$ cat config.mk
export PLATFORM = sky130hd
export DESIGN_NAME = e2c_isqrt
export DESIGN_NICKNAME = d
export VERILOG_FILES = /design/src/e2c_isqrt.sv
export SDC_FILE = /design/constraint.sdc
export NUM_CORES = 2
export LEC_CHECK = 0
export ABC_CLOCK_PERIOD_IN_PS = 5100
export BUFFER_PORTS_ARGS = -buffer_cell sky130_fd_sc_hd__buf_2
export CAP_MARGIN = 25
export CORE_ASPECT_RATIO = 0.5
export CORE_UTILIZATION = 28
export CTS_BUF_LIST = sky130_fd_sc_hd__clkbuf_4
export CTS_CLUSTER_DIAMETER = 50
export CTS_CLUSTER_SIZE = 28
export DETAILED_ROUTE_END_ITERATION = 8
export HOLD_SLACK_MARGIN = 0.06
export PLACE_DENSITY = 0.5
export SLEW_MARGIN = 30
export SYNTH_ARGS = -nofsm -noshare
export SYNTH_HDL_FRONTEND = slang
export SYNTH_SLANG_ARGS = --single-unit
$ cat constraint.sdc
create_clock -name clk_i -period 5.1 [get_ports clk_i]
set_input_delay 0.255 -clock clk_i [delete_from_list [all_inputs] [get_ports clk_i]]
set_output_delay 0.255 -clock clk_i [all_outputs]
set_load 0.01 [all_outputs]
$ cat src/e2c_isqrt.sv
// Pipelined integer square root, one result bit per stage.
module e2c_isqrt (
  input  logic        clk_i,
  input  logic [63:0] n_i,
  output logic [31:0] root_o
);

  localparam int unsigned Steps = 32;

  logic [63:0] rem_q  [Steps+1];
  logic [31:0] root_q [Steps+1];

  always_ff @(posedge clk_i) begin
    rem_q[0]  <= n_i;
    root_q[0] <= '0;
  end

  // Restoring digit recurrence, most significant bit first.
  for (genvar g = 0; g < Steps; g++) begin : g_st
    logic [63:0] trial;
    logic [63:0] rem_d;
    logic [31:0] root_d;
    always_comb begin
      trial  = {root_q[g], 32'd0} >> g;
      trial  = trial | (64'd1 << (62 - 2 * g));
      root_d = root_q[g];
      rem_d  = rem_q[g];
      if (rem_q[g] >= trial) begin
        rem_d  = rem_q[g] - trial;
        root_d = root_q[g] | (32'd1 << (31 - g));
      end
    end
    always_ff @(posedge clk_i) begin
      rem_q[g+1]  <= rem_d;
      root_q[g+1] <= root_d;
    end
  end

  assign root_o = root_q[Steps];

endmodule

# After elaboration in Yosys (flattened, before gate mapping)
# Memory sizes are Yosys's and may differ from the RTL's.
# Cells that the tools add are included.
totals:
  regBits: 0
  ram_bits: 3168
  out_inout_bits: 32
  word_cells: 130
  mem_count: 2
classes:
  n_addsub: 32
  order_cmp: 32
  n_mux: 64
mem_list:
  columns: ["memory", "words", "width", "read_ports", "rd_ports_with_merged_regs", "wr", "line_no", "rtl"]
  rows:
  - ["rem_q", 33, 64, 32, 0, 33, "10", "logic [63:0] rem_q [Steps+1];"]
  - ["root_q", 33, 32, 33, 0, 33, "11", "logic [31:0] root_q [Steps+1];"]
ops:
  columns: ["operator", "n"]
  rows:
  - ["$mux W64", 32]
  - ["$ge A64 B33 Y1", 1]
  - ["$ge A64 B34 Y1", 1]
  - ["$ge A64 B35 Y1", 1]
  - ["$ge A64 B36 Y1", 1]
  - ["$ge A64 B37 Y1", 1]
  - ["$ge A64 B38 Y1", 1]
  - ["$ge A64 B39 Y1", 1]
  - ["$ge A64 B40 Y1", 1]
  - ["$ge A64 B41 Y1", 1]
  - ["$ge A64 B42 Y1", 1]
  - ["$ge A64 B43 Y1", 1]
  - ["$ge A64 B44 Y1", 1]
  - ["$ge A64 B45 Y1", 1]
  - ["$ge A64 B46 Y1", 1]
  - ["$ge A64 B47 Y1", 1]
  - ["$ge A64 B48 Y1", 1]
  - ["$ge A64 B49 Y1", 1]
  - ["$ge A64 B50 Y1", 1]
  - ["$ge A64 B51 Y1", 1]
  - ["$ge A64 B52 Y1", 1]
  - ["$ge A64 B53 Y1", 1]
  - ["$ge A64 B54 Y1", 1]
  - ["$ge A64 B55 Y1", 1]
  - ["73 further kinds", 73]

# Logic depth before layout (Yosys ltp)
# An unclocked memory read counts as a cell.
logic_depth:
  depth_word: 3
  ltp_mapped: 14
  ltp_nobuf: 12

# Least setup slack after synthesis
# No wires, ideal clock.
synth_timing:
  path_type: "register to register"
  start: "mem root_q[16][19], in the netlist root_q[0][531]"
  end: "mem rem_q[17][58], in the netlist rem_q[0][1146]"
  setup_time_ns: 0.072
  t_arrival_ns: 3.093
  path_slack_ns: 1.936
  stages_incl_launch_ff: 13
  path_cell_list: "dfxtp_1 > inv_1 > ha_1 > a21oi_1 > o211ai_1 > a41oi_1 > nor3b_1 > o41ai_1 > or3b_2 > clkbuf_1 > or3_1 > nor3_1 > xor2_1"
synth_lines:
  columns: ["item", "line_no"]
  rows:
  - ["from (decl)", "11"]
  - ["to (decl)", "10"]

==> out/metrics.yaml <==
clock_tree:
  cts.reportedPaths.clkPinSlew_ps: 250
  cts_sinks: 2576
  insertion_delay_ps: 1310
  cts_tree: "built"
  htree_levels: 4
  cts_buffers: 153
  cts.path.max_buffers: 4
  root_buffer: "clkbuf_4"
  cts-resized-gates: 0
min_path:
  worstHoldPathCells: 0
  holdCritStartpoint: "rem_q[0][1160]"
  hold_class: "reg -> reg"
floorplanning:
  ios: 97
  die_h_um: 419
  initial_utilization: 0.282
  core_sq_um: 344000
  die_area_sq_um: 350000
  num_rows: 152
  die_x_um: 836
cells_and_area:
  finalNetCount: 10700
  instances_no_fill: 14800
  final_cell_area_sq_um: 107000
  fillers: 35500
  syn2layout_area_growth_pct: 10.4
  postLayoutCoreUtil: 0.312
  final-seq-area_sq_um: 51600
  multiInputGateArea_sq_um: 42400
  drive_gt1_frac: 0.0590
setup_path:
  cpLargestDelayFamily: "compound AO/OA/AOI/OAI gates"
  crit_start: "root_q[0][904]"
  cp.depth: 12
  critical_path.max_fanout: 11
  end_kind: "register"
  rr_startpoint: "root_q[0][904]"
  crit_type: "reg -> reg"
  crit_buf_inv: 3
  start_kind: "register"
  r2r_cells: 12
  cp_slowest_stage_delay_ps: 510
  crit_chain: "inv_1, ha_1, a21oi_1, inv_1, a2111oi_0, a21oi_1, a31o_2, a211oi_4, clkinv_1, nand4_1, nor3_1, xor2_1"
  slowest_stage: "nand4_1"
  critPathArrivalTime_ps: 5170
  worstPathRequired_ps: 6210
sta:
  rsz0062_at_grt: "false"
  holdWs_ps: 260
  worst_slack_ps: 1040
  finalHoldViolations: 0
  fmax_ghz: 0.246
  layout_min_cycle_time_ps: 4060
  tightest_slew_ps: 1060
  setup_viol: 0
  finalSetupTns_ps: 0
  maxSlewViolCount: 0
  fin_crit_sh: 0.796
  slew_headroom: 0.287
  finalClockSkew_ps: 176
pwr:
  p_leak_nw: 47.5
  peakVddDrop_uv: 233
  fin_total_pwr_mw: 51.7
  p_per_area_nw_per_um2: 482
grt:
  grt_pass1_wl_um: 365000
  grt_start_max_net_pins: 60
  grt_pass1_vias: 68800
  gr-total-overflow: 0
  track_usage: 0.127
  grt_antenna_before_repair: 10
logic_synthesis:
  async_reset_ff_frac: 0
  netlist_area_sq_um: 97300
  yosysUniqueCellTypes: 95
  synth_nets: 10400
  avgSynthCellArea_sq_um: 9.96
  synth_seq_area_share: 0.530
  syn_inst: 9766
  yosysWarningCount: 0
  synth_seq_cells: 2576
  synth_edf_count: 0
  synth_top_flop_cell: "dfxtp_1"
place:
  dp_slack_ps: 1200
  io_buffer_count: 96
  hpwl_um: 178000
  gp_congestion: 0.886
  placed_cells: 14300
  post_dp_cell_area_sq_um: 103000
run_status:
  run_status: "finished clean"
drt:
  ant_nets: 0
  dr.pass1.iters: 5
  vias: 66500
  drc_errors: 0
  routed_wl_um: 228000
  vias_per_cell: 4.50
  drt_iter0_drc: 3804
  wl_per_cell_um: 15.5
run:
  drv_cap: 0
-- state kept, by name, summed over array words and instances (netlist names) --
register	flops
rem_q	2048
root_q	528
-- per-layer routing --
layer  up-vias  track usage  share of wire
met4        12       0.0548          0.046
met3       504       0.0166          0.029
met2      1082        0.229           0.47
met5         -            0        0.00036
li1      34500            -              -
met1     30400        0.151           0.45
-- final timing paths --
path                    endpoint  slack [ps]
hold reg to reg   rem_q[0][1224]         260
hold / removal    rem_q[0][1224]         260
setup reg to reg  rem_q[0][1913]        1040
setup / recovery  rem_q[0][1913]        1040
-- power by group --
| part | total, mW | internal (mW) | switching, mW |
|---|---|---|---|
| Clock | 8.67 | 2.06 | 6.61 |
| Combinational | 15.0 | 6.69 | 8.31 |
| Sequential | 28.1 | 24.6 | 3.50 |
| Total | 51.7 | 33.3 | 18.4 |
-- worst reg2reg max path: stages (launching register included) --
cell and delay (ps):
dfxtp_1 390, inv_1 50, ha_1 350, a21oi_1 230, inv_1 100, a2111oi_0 460, a21oi_1 300, a31o_2 400
a211oi_4 380, clkinv_1 450, nand4_1 510, nor3_1 130, xor2_1 170
-- synthesized netlist by cell type (all sizes together) (68+ instances only) --
cell type,number,share of area
nand3,183,0.0094
a21o,221,0.017
nor2,627,0.024
xnor2,475,0.043
dfxtp,2576,0.53
a21oi,629,0.033
ha,558,0.072
nor2b,70,0.0045
nand2,635,0.025
o21ai,475,0.024
nand4,179,0.012
nand2b,97,0.0062
or4,68,0.0053
xor2,417,0.038
nor3,259,0.013
or3,93,0.0060
nor4,354,0.023
clkbuf,172,0.0066
o21a,89,0.0069
inv,707,0.027
mux2,97,0.011
-- logic make-up (layout without fill, tap and decap cells) --
| family | count (synthesis) | in the layout | share of synthesized area |
|---|---|---|---|
| simple gates | 2889 | 2889 | 0.154 |
| flops | 2576 | 2576 | 0.530 |
| compound gates | 1840 | 1840 | 0.116 |
| buf+inv | 903 | 1289 | 0.0351 |
| xor+xnor | 892 | 892 | 0.0804 |
| fa+ha+maj | 558 | 558 | 0.0718 |
| mux | 108 | 108 | 0.0125 |
| other cells | 0 | 8 | 0 |
-- layout make-up --
class	instances	area share
sequential	2576	0.480
multi-input combinational	6287	0.395
tap	4620	0.0538
timing repair buffer	343	0.0262
inverter	708	0.0248
clock buffer	159	0.0111
clock inverter	79	0.00836
antenna	8	0.000186
-- cell usage in the layout (no fill, tap or decap), types with 49 or more instances in the layout --
master         Yosys  final
dlygate4sd3_1      0    192
clkbuf_4           0    159
nand2_1          634    634
nand2b_1          97     97
o21a_1            89     88
dfxtp_1         2576   2576
buf_2              4     96
nand4_1          178    178
a21oi_1          620    618
nor2b_1           70     70
xnor2_1          474    474
or4_1             67     67
buf_4              0     55
nand3_1          183    181
ha_1             558    558
nor2_1           620    618
inv_1            707    707
a21o_1           221    221
o21ai_0          472    472
mux2_2            94     94
nor3_1           259    258
or3_1             92     92
a211oi_1          58     56
xor2_1           417    417
nor4_1           352    345
o21bai_1          49     49
-- what timing repair did --
item | CTS | global route
buffers inserted | 0 | 0
endpoints found under the hold margin | 64 | 0
hold buffers | 192 | 0
(Power assumes the default switching activity.)
